[config.mk]
export PLATFORM = sky130hd
export DESIGN_NAME = reader_response_frame_parser_flat
export DESIGN_NICKNAME = d
export VERILOG_FILES = /design/src/rrfp_pkg.sv /design/src/rrfp_rx_if.sv /design/src/rrfp_res_if.sv /design/src/reader_response_frame_parser.sv /design/src/flat_wrapper.sv
export SDC_FILE = /design/constraint.sdc
export NUM_CORES = 1
export LEC_CHECK = 0
export ABC_AREA = 1
export BUFFER_PORTS_ARGS = -buffer_cell sky130_fd_sc_hd__buf_2
export CORE_UTILIZATION = 30
export DETAILED_ROUTE_END_ITERATION = 7
export SYNTH_ARGS = -nofsm -noshare
export SYNTH_HDL_FRONTEND = slang
export SYNTH_SLANG_ARGS = --single-unit
[constraint.sdc]
create_clock -name clk -period 5.6 [get_ports clk]
set_input_delay 0.56 -clock clk [delete_from_list [all_inputs] [get_ports clk]]
set_output_delay 0.56 -clock clk [all_outputs]
set_load 0.05 [all_outputs]
[src/rrfp_pkg.sv]
// ----------------------------------------------------------------------------
// rrfp_pkg
// shared types and constants of the reader response frame parser
// ----------------------------------------------------------------------------
package rrfp_pkg;

  localparam logic [7:0] HEADER_BYTE  = 8'h7F;
  localparam logic [7:0] CODE_CARD    = 8'h90;
  localparam logic [7:0] CODE_BLOCK   = 8'h91;
  localparam logic [7:0] CODE_BAUD    = 8'hAC;
  localparam logic [7:0] STATUS_OK    = 8'h00;

  localparam int BLOCK_BYTES  = 16;
  localparam int BLOCK_OFFSET = 9;
  localparam int CODE_POS     = 1;
  localparam int STATUS_POS   = 2;

  localparam logic [1:0] EV_OK   = 2'd0;
  localparam logic [1:0] EV_CARD = 2'd1;
  localparam logic [1:0] EV_ERR  = 2'd2;

  typedef enum logic [2:0] {
    ST_IDLE,
    ST_RCODE,
    ST_RSTAT,
    ST_DECODE,
    ST_BREAD,
    ST_BOUT
  } state_t;

endpackage

[src/rrfp_rx_if.sv]
// ----------------------------------------------------------------------------
// rrfp_rx_if
// byte request channel from the reader serial line
// ----------------------------------------------------------------------------
interface rrfp_rx_if;
  logic       valid;
  logic       ready;
  logic [7:0] rx_byte;

  modport source (output valid, output rx_byte, input ready);
  modport sink (input valid, input rx_byte, output ready);
endinterface

[src/rrfp_res_if.sv]
// ----------------------------------------------------------------------------
// rrfp_res_if
// decoded response request channel
// ----------------------------------------------------------------------------
interface rrfp_res_if;
  logic       valid;
  logic       ready;
  logic [1:0] event_res;
  logic [7:0] block_byte;
  logic [3:0] byte_index;
  logic       last;

  modport source (output valid, output event_res, output block_byte, output byte_index,
                  output last, input ready);
  modport sink (input valid, input event_res, input block_byte, input byte_index,
                input last, output ready);
endinterface

[src/reader_response_frame_parser.sv]
// ----------------------------------------------------------------------------
// reader_response_frame_parser
// frame parser for card reader responses with a shared store read port
// ----------------------------------------------------------------------------
// rx carries one response byte per request; res carries decoded events.
// a frame is a 0x7F header, a length byte below 0x7F, and a body whose final
// byte is a checksum that is skipped. body bytes go into a frame store that
// is never cleared between frames; per-entry valid bits make unwritten
// entries read as zero after reset.
// the final byte starts a decode sequencer that reads the store through its
// single registered read port: it reads code, then status, then decodes; a
// known code loads a single event into the output register, an unknown code
// loads nothing. a block response with ok status then reads and outputs its
// 16 results one byte at a time. rx is not ready while the sequencer runs.
// a stalled res channel holds the output register and the sequencer waits.
// reset (rst, synchronous) returns to header search and empties the store.
// ----------------------------------------------------------------------------
module reader_response_frame_parser
  import rrfp_pkg::*;
#(
  parameter int STORE_DEPTH = 32
) (
  input  logic        clk,
  input  logic        rst,
  rrfp_rx_if.sink     rx,
  rrfp_res_if.source  res
);

  localparam int AW = $clog2(STORE_DEPTH);

  state_t          state, state_next;
  logic            in_frame;
  logic [6:0]      bytes_left;
  logic [6:0]      wpos;
  logic [3:0]      cnt, cnt_next;
  logic [7:0]      code;

  logic [7:0]      mem [STORE_DEPTH];
  logic [STORE_DEPTH-1:0] filled;
  logic [7:0]      rd_data;
  logic            rd_ok;
  logic [7:0]      rd_eff;

  logic            rd_en;
  logic [AW-1:0]   rd_addr;
  logic            rx_take;
  logic            wr_en;
  logic            slot_free;
  logic            load_out;
  logic [1:0]      ev_new;
  logic [7:0]      byte_new;
  logic [3:0]      idx_new;
  logic            last_new;
  logic            code_load;

  assign rx.ready  = (state == ST_IDLE);
  assign rx_take   = rx.valid && rx.ready;
  assign wr_en     = rx_take && in_frame && (bytes_left > 7'd1) && (32'(wpos) < STORE_DEPTH);
  assign slot_free = !res.valid || res.ready;
  assign rd_eff    = rd_ok ? rd_data : 8'h00;

  // frame tracking
  always_ff @(posedge clk) begin
    if (rst) begin
      in_frame   <= 1'b0;
      bytes_left <= 7'd0;
      wpos       <= 7'd0;
    end else if (rx_take) begin
      if (!in_frame) begin
        if (rx.rx_byte == HEADER_BYTE) begin
          in_frame   <= 1'b1;
          bytes_left <= 7'd0;
          wpos       <= 7'd0;
        end
      end else if (bytes_left == 7'd0) begin
        if (rx.rx_byte < HEADER_BYTE) begin
          bytes_left <= rx.rx_byte[6:0];
        end
      end else if (bytes_left > 7'd1) begin
        bytes_left <= bytes_left - 7'd1;
        if (wpos != 7'h7F) begin
          wpos <= wpos + 7'd1;
        end
      end else begin
        bytes_left <= 7'd0;
        in_frame   <= 1'b0;
      end
    end
  end

  // frame store
  always_ff @(posedge clk) begin
    if (wr_en) begin
      mem[wpos[AW-1:0]] <= rx.rx_byte;
    end
    if (rd_en) begin
      rd_data <= mem[rd_addr];
    end
  end

  always_ff @(posedge clk) begin
    if (rst) begin
      filled <= '0;
      rd_ok  <= 1'b0;
    end else begin
      if (wr_en) begin
        filled[wpos[AW-1:0]] <= 1'b1;
      end
      if (rd_en) begin
        rd_ok <= filled[rd_addr];
      end
    end
  end

  // sequencer state
  always_ff @(posedge clk) begin
    if (rst) begin
      state <= ST_IDLE;
      cnt   <= 4'd0;
    end else begin
      state <= state_next;
      cnt   <= cnt_next;
    end
  end

  always_ff @(posedge clk) begin
    if (code_load) begin
      code <= rd_eff;
    end
  end

  always_comb begin
    state_next = state;
    cnt_next   = cnt;
    rd_en      = 1'b0;
    rd_addr    = AW'(CODE_POS);
    load_out   = 1'b0;
    ev_new     = EV_OK;
    byte_new   = 8'h00;
    idx_new    = 4'd0;
    last_new   = 1'b1;
    code_load  = 1'b0;
    unique case (state)
      ST_IDLE: begin
        if (rx_take && in_frame && bytes_left == 7'd1) begin
          state_next = ST_RCODE;
        end
      end
      ST_RCODE: begin
        rd_en      = 1'b1;
        rd_addr    = AW'(CODE_POS);
        state_next = ST_RSTAT;
      end
      ST_RSTAT: begin
        code_load  = 1'b1;
        rd_en      = 1'b1;
        rd_addr    = AW'(STATUS_POS);
        state_next = ST_DECODE;
      end
      ST_DECODE: begin
        if (code == CODE_BLOCK && rd_eff == STATUS_OK) begin
          cnt_next   = 4'd0;
          state_next = ST_BREAD;
        end else if (code == CODE_CARD || code == CODE_BLOCK || code == CODE_BAUD) begin
          if (code == CODE_CARD) begin
            ev_new = (rd_eff == STATUS_OK) ? EV_CARD : EV_ERR;
          end else if (code == CODE_BAUD) begin
            ev_new = (rd_eff == STATUS_OK) ? EV_OK : EV_ERR;
          end else begin
            ev_new = EV_ERR;
          end
          if (slot_free) begin
            load_out   = 1'b1;
            state_next = ST_IDLE;
          end
        end else begin
          state_next = ST_IDLE;
        end
      end
      ST_BREAD: begin
        rd_en      = 1'b1;
        rd_addr    = AW'(BLOCK_OFFSET) + AW'(cnt);
        state_next = ST_BOUT;
      end
      ST_BOUT: begin
        ev_new   = EV_OK;
        byte_new = rd_eff;
        idx_new  = cnt;
        last_new = (cnt == 4'(BLOCK_BYTES - 1));
        if (slot_free) begin
          load_out = 1'b1;
          cnt_next = cnt + 4'd1;
          state_next = last_new ? ST_IDLE : ST_BREAD;
        end
      end
      default: begin
        state_next = ST_IDLE;
      end
    endcase
  end

  // output register
  always_ff @(posedge clk) begin
    if (rst) begin
      res.valid <= 1'b0;
    end else if (load_out) begin
      res.valid <= 1'b1;
    end else if (res.ready) begin
      res.valid <= 1'b0;
    end
  end

  always_ff @(posedge clk) begin
    if (load_out) begin
      res.event_res  <= ev_new;
      res.block_byte <= byte_new;
      res.byte_index <= idx_new;
      res.last       <= last_new;
    end
  end

  // checks
  a_idle_len: assert property (@(posedge clk) disable iff (rst)
    !in_frame |-> bytes_left == 7'd0)
    else $error("length pending outside a frame");

  a_busy_no_frame: assert property (@(posedge clk) disable iff (rst)
    state != ST_IDLE |-> !in_frame)
    else $error("decode running inside a frame");

  a_len_range: assert property (@(posedge clk) disable iff (rst)
    bytes_left < HEADER_BYTE[6:0])
    else $error("length out of range");

  a_not_last_data: assert property (@(posedge clk) disable iff (rst)
    res.valid && !res.last |-> res.event_res == EV_OK)
    else $error("non-final result is not block data");

  a_single_clean: assert property (@(posedge clk) disable iff (rst)
    res.valid && res.event_res != EV_OK |->
      res.last && res.block_byte == 8'h00 && res.byte_index == 4'd0)
    else $error("single event carries data");

endmodule
[src/flat_wrapper.sv]
// flat-port wrapper written by rule: the top's interface ports become plain ports
module reader_response_frame_parser_flat import rrfp_pkg::*;
#(
  parameter int STORE_DEPTH = 32
)
  (clk, rst, rx_valid, rx_rx_byte, rx_ready, res_valid, res_event_res, res_block_byte, res_byte_index, res_last, res_ready);
  rrfp_rx_if rx_i ();
  rrfp_res_if res_i ();
  input  logic clk;
  input  logic rst;
  input wire logic [$bits(rx_i.valid)-1:0] rx_valid;
  input wire logic [$bits(rx_i.rx_byte)-1:0] rx_rx_byte;
  output wire logic [$bits(rx_i.ready)-1:0] rx_ready;
  output wire logic [$bits(res_i.valid)-1:0] res_valid;
  output wire logic [$bits(res_i.event_res)-1:0] res_event_res;
  output wire logic [$bits(res_i.block_byte)-1:0] res_block_byte;
  output wire logic [$bits(res_i.byte_index)-1:0] res_byte_index;
  output wire logic [$bits(res_i.last)-1:0] res_last;
  input wire logic [$bits(res_i.ready)-1:0] res_ready;
  assign rx_i.valid = rx_valid;
  assign rx_i.rx_byte = rx_rx_byte;
  assign rx_ready = rx_i.ready;
  assign res_valid = res_i.valid;
  assign res_event_res = res_i.event_res;
  assign res_block_byte = res_i.block_byte;
  assign res_byte_index = res_i.byte_index;
  assign res_last = res_i.last;
  assign res_i.ready = res_ready;
  reader_response_frame_parser #(.STORE_DEPTH(STORE_DEPTH)) u_core (.clk(clk), .rst(rst), .rx(rx_i), .res(res_i));
endmodule
==> results.toml <==
[run_status]
status = "completed"

[floorplanning]
start_util_pct = 30.67
num_rows = 79
die_h_um = 221.1
dieWidth_um = 221.1
coreArea_sq_mm = 0.04695
die_area_sq_mm = 0.04889
pin_count = 29

[power_and_ir_drop]
power_frac_comb_pct = 5.4
ir_drop_uv = 252.5
p_leak_nw = 5.912
power.internal_w = 0.004086
p_sw_share_pct = 22.10
p_seq_share_pct = 53.3
pwr-share-clk_pct = 41.3
p_per_area_mw_per_mm2 = 325.5
switching_power_w = 0.001159

[timing]
tns_ns = 0
min_period_ns = 3.501
worst_pin_slew_ns = 1.100
fin_hold_ws_ns = 0.4572
maxSlewViolCount = 0
setup_viol = 0
rsz0062_at_grt = "no"
final.period_utilization_pct = 62.51
setup_ws_ns = 2.099
clock.fmax_mhz = 285.7
clock_skew_ns = 0.02217
hold_viol = 0
slew_headroom_pct = 26.44

[critical_path]
worstPathArrival_ns = 3.76
critical_path_class = "reg -> reg"
cp-start-kind = "flop"
crit_fanout = 36
crit_required_ns = 5.86
end_kind = "flop"
r2r_cells = 13

[detailed_routing]
wl_per_cell_um = 18.49
routed_wl_um = 36460
ant_nets = 0
drc = 0
drtIter0Drc = 867
firstDrtPassIters = 5
routed_via_density = 4.970
vias = 9800

[layout]
syn_to_final_growth_pct = 11.91
layout-drive-gt1-share_pct = 8.132
final.fill_count = 4631
ff_latch_area_sq_mm = 0.009739
insertedDiodeCount = 0
final_nets = 1360
stdcell_area_sq_mm = 0.01612
multiInputGateArea_sq_mm = 0.003765

[cts]
htreeDepth = 2
cts_sinks = 343
tritoncts = "yes"
cts_root_buf = "clkbuf_16"
cts.repair.resized = 0
cts_buffers = 35
clk_latency_ns = 0.52
ctsHoldBuffers = 0
clockBufferDepth = 3
cts_setup_buffers = 0
clk_pin_slew_worst_paths_ns = 0.06

[global_routing]
grt-ovfl-total = 0
grt_pass1_vias = 9725
grt_pass1_wl_um = 56660
grt_max_degree = 155
antenna_found_initial = 0
grtUsageTotal_pct = 14.85

[synth]
yosysSeqAreaShare_pct = 67.63
yosys.cell_types.count = 35
synth_seq_cells = 343
ys_warn_count = 0
synth_cells = 1329
synthesis.nets = 1348
synthesis.area_sq_mm = 0.01440
avgSynthCellArea_sq_um = 10.84

[min_path]
whs_path_depth = 2
hp-class = "reg -> reg"

[flow_run]
max-cap-violations = 0

[placed_design]
postPlaceCellArea_sq_mm = 0.01507
gp_congestion = 0.8073
dp_hpwl_um = 22680
place_ws_ns = 2.161
portBuffers = 28
-- metal layers --
layer	vias to the layer above	GRT usage [%]	part of all wire [%]
met1	4751	19.56	44
met5	-	0	0
met4	0	6.000	3.5
met3	67	2.058	6.0
li1	4649	-	-
met2	333	24.63	47
-- registers in the layout, indices dropped and copies added (netlist names) --
name	cells
u_core.cnt	4
u_core.res.last	1
u_core.res.block_byte	8
u_core.wpos	7
u_core.state	3
u_core.res.byte_index	4
u_core.rd_data	8
u_core.res.valid	1
u_core.bytes_left	7
u_core.mem	256
u_core.in_frame	1
u_core.rd_ok	1
u_core.filled	32
u_core.res.event_res	2
u_core.code	8
-- Yosys cell counts (all sizes together) --
master,number,area [sq um]
dfxtp,56,1121
o22ai,17,106.4
ha,7,87.58
nand4,7,43.79
nand2,258,970.9
nor2,99,416.7
xor2,4,35.03
o221ai,24,210.2
o31ai,1,7.510
nor3,9,45.04
inv,145,544.3
a21oi,73,365.4
a211oi,2,15.01
a31oi,1,6.260
o21ai,69,349.1
clkbuf,23,86.33
edfxtp,287,8618
xnor2,1,8.760
o211ai,19,142.6
o2111ai,1,8.760
buf,44,280.3
or2,1,6.260
nand3,179,913.4
and3,2,12.51
-- worst max-delay path, cell delays in order (launching register included) --
cell and delay [ns]:
dfxtp_1 0.51, ha_1 0.23, nor2_1 0.05, nor2_2 0.10
buf_4 0.29, inv_2 0.23, nor2_2 0.67, inv_2 0.54
o221ai_1 0.21, nand3_1 0.10, nand3_1 0.08, nand2_1 0.08
nand2_1 0.08, nand2_1 0.06
-- cell type report --
class	count	share of cell area, %
Timing Repair Buffer	42	1.599
Tap cell	607	4.712
Sequential cell	343	60.43
Inverter	145	3.377
Clock buffer	45	5.877
Multi-Input combinational cell	774	23.36
Clock inverter	16	0.6444
-- kinds of logic (layout without fill, tap and decap cells) --
logic type               count (synthesis)  after routing  synth area share (%)
AND/OR/NAND/NOR                        555            555                 16.72
buffers and inverters                  212            248                 6.325
adder cells (fa/ha/maj)                  7              7                0.6081
flip-flops                             343            343                 67.63
XOR/XNOR                                 5              5                0.3041
AO/OA/AOI/OAI                          207            207                 8.410
-- worst paths after layout --
check,from,endpoint,slack [ns]
min reg2reg,u_core.filled[22],u_core.filled[22],0.46
max reg2reg,u_core.cnt[0],u_core.rd_data[2],2.10
min,u_core.filled[22],u_core.filled[22],0.46
max,u_core.cnt[0],u_core.rd_data[2],2.10
-- metrics by stage --
stage | std cells | power (W) | utilization [%]
after floorplan | 1329 | 0.003026 | -
after global placement | 1911 | 0.003125 | 32.09
after detailed placement | 1911 | 0.003129 | 32.09
after CTS | 1972 | 0.005280 | 34.33
after global routing | 1972 | 0.005408 | 34.33
final | 1972 | 0.005245 | 34.33
-- layout by cell type, fill, tap and decap left out, types with 2 or more instances in the layout --
cell / synthesis / final
clkinv_2: 0 / 3
o221ai_1: 24 / 24
nor3_1: 9 / 9
a211oi_1: 2 / 2
and3_1: 2 / 2
edfxtp_1: 287 / 287
dfxtp_1: 56 / 56
o21ai_0: 47 / 47
o21ai_1: 21 / 20
clkbuf_8: 0 / 3
o22ai_1: 17 / 17
nand2_1: 257 / 255
inv_1: 137 / 137
inv_2: 8 / 8
ha_1: 7 / 7
o211ai_1: 19 / 19
xor2_1: 4 / 4
clkinv_1: 0 / 9
nor2_4: 5 / 5
a21oi_1: 73 / 73
clkbuf_16: 0 / 35
nand4_1: 7 / 7
nor2_1: 91 / 91
nand2_2: 1 / 2
nor2_2: 3 / 3
clkbuf_1: 23 / 6
o21ai_2: 1 / 2
buf_4: 7 / 13
nand3_1: 177 / 177
buf_2: 23 / 28
-- power groups by stage --
stage	Combinational, W	Clock (W)	Sequential [W]
global route	0.000310	0.00230	0.00279
CTS	0.000280	0.00221	0.00280
global placement	0.000275	0	0.00285
floorplan	0.000188	0	0.00284
detailed placement	0.000279	0	0.00285
finish	0.000281	0.00217	0.00280
Note: power is estimated with default switching activity, not from simulation.
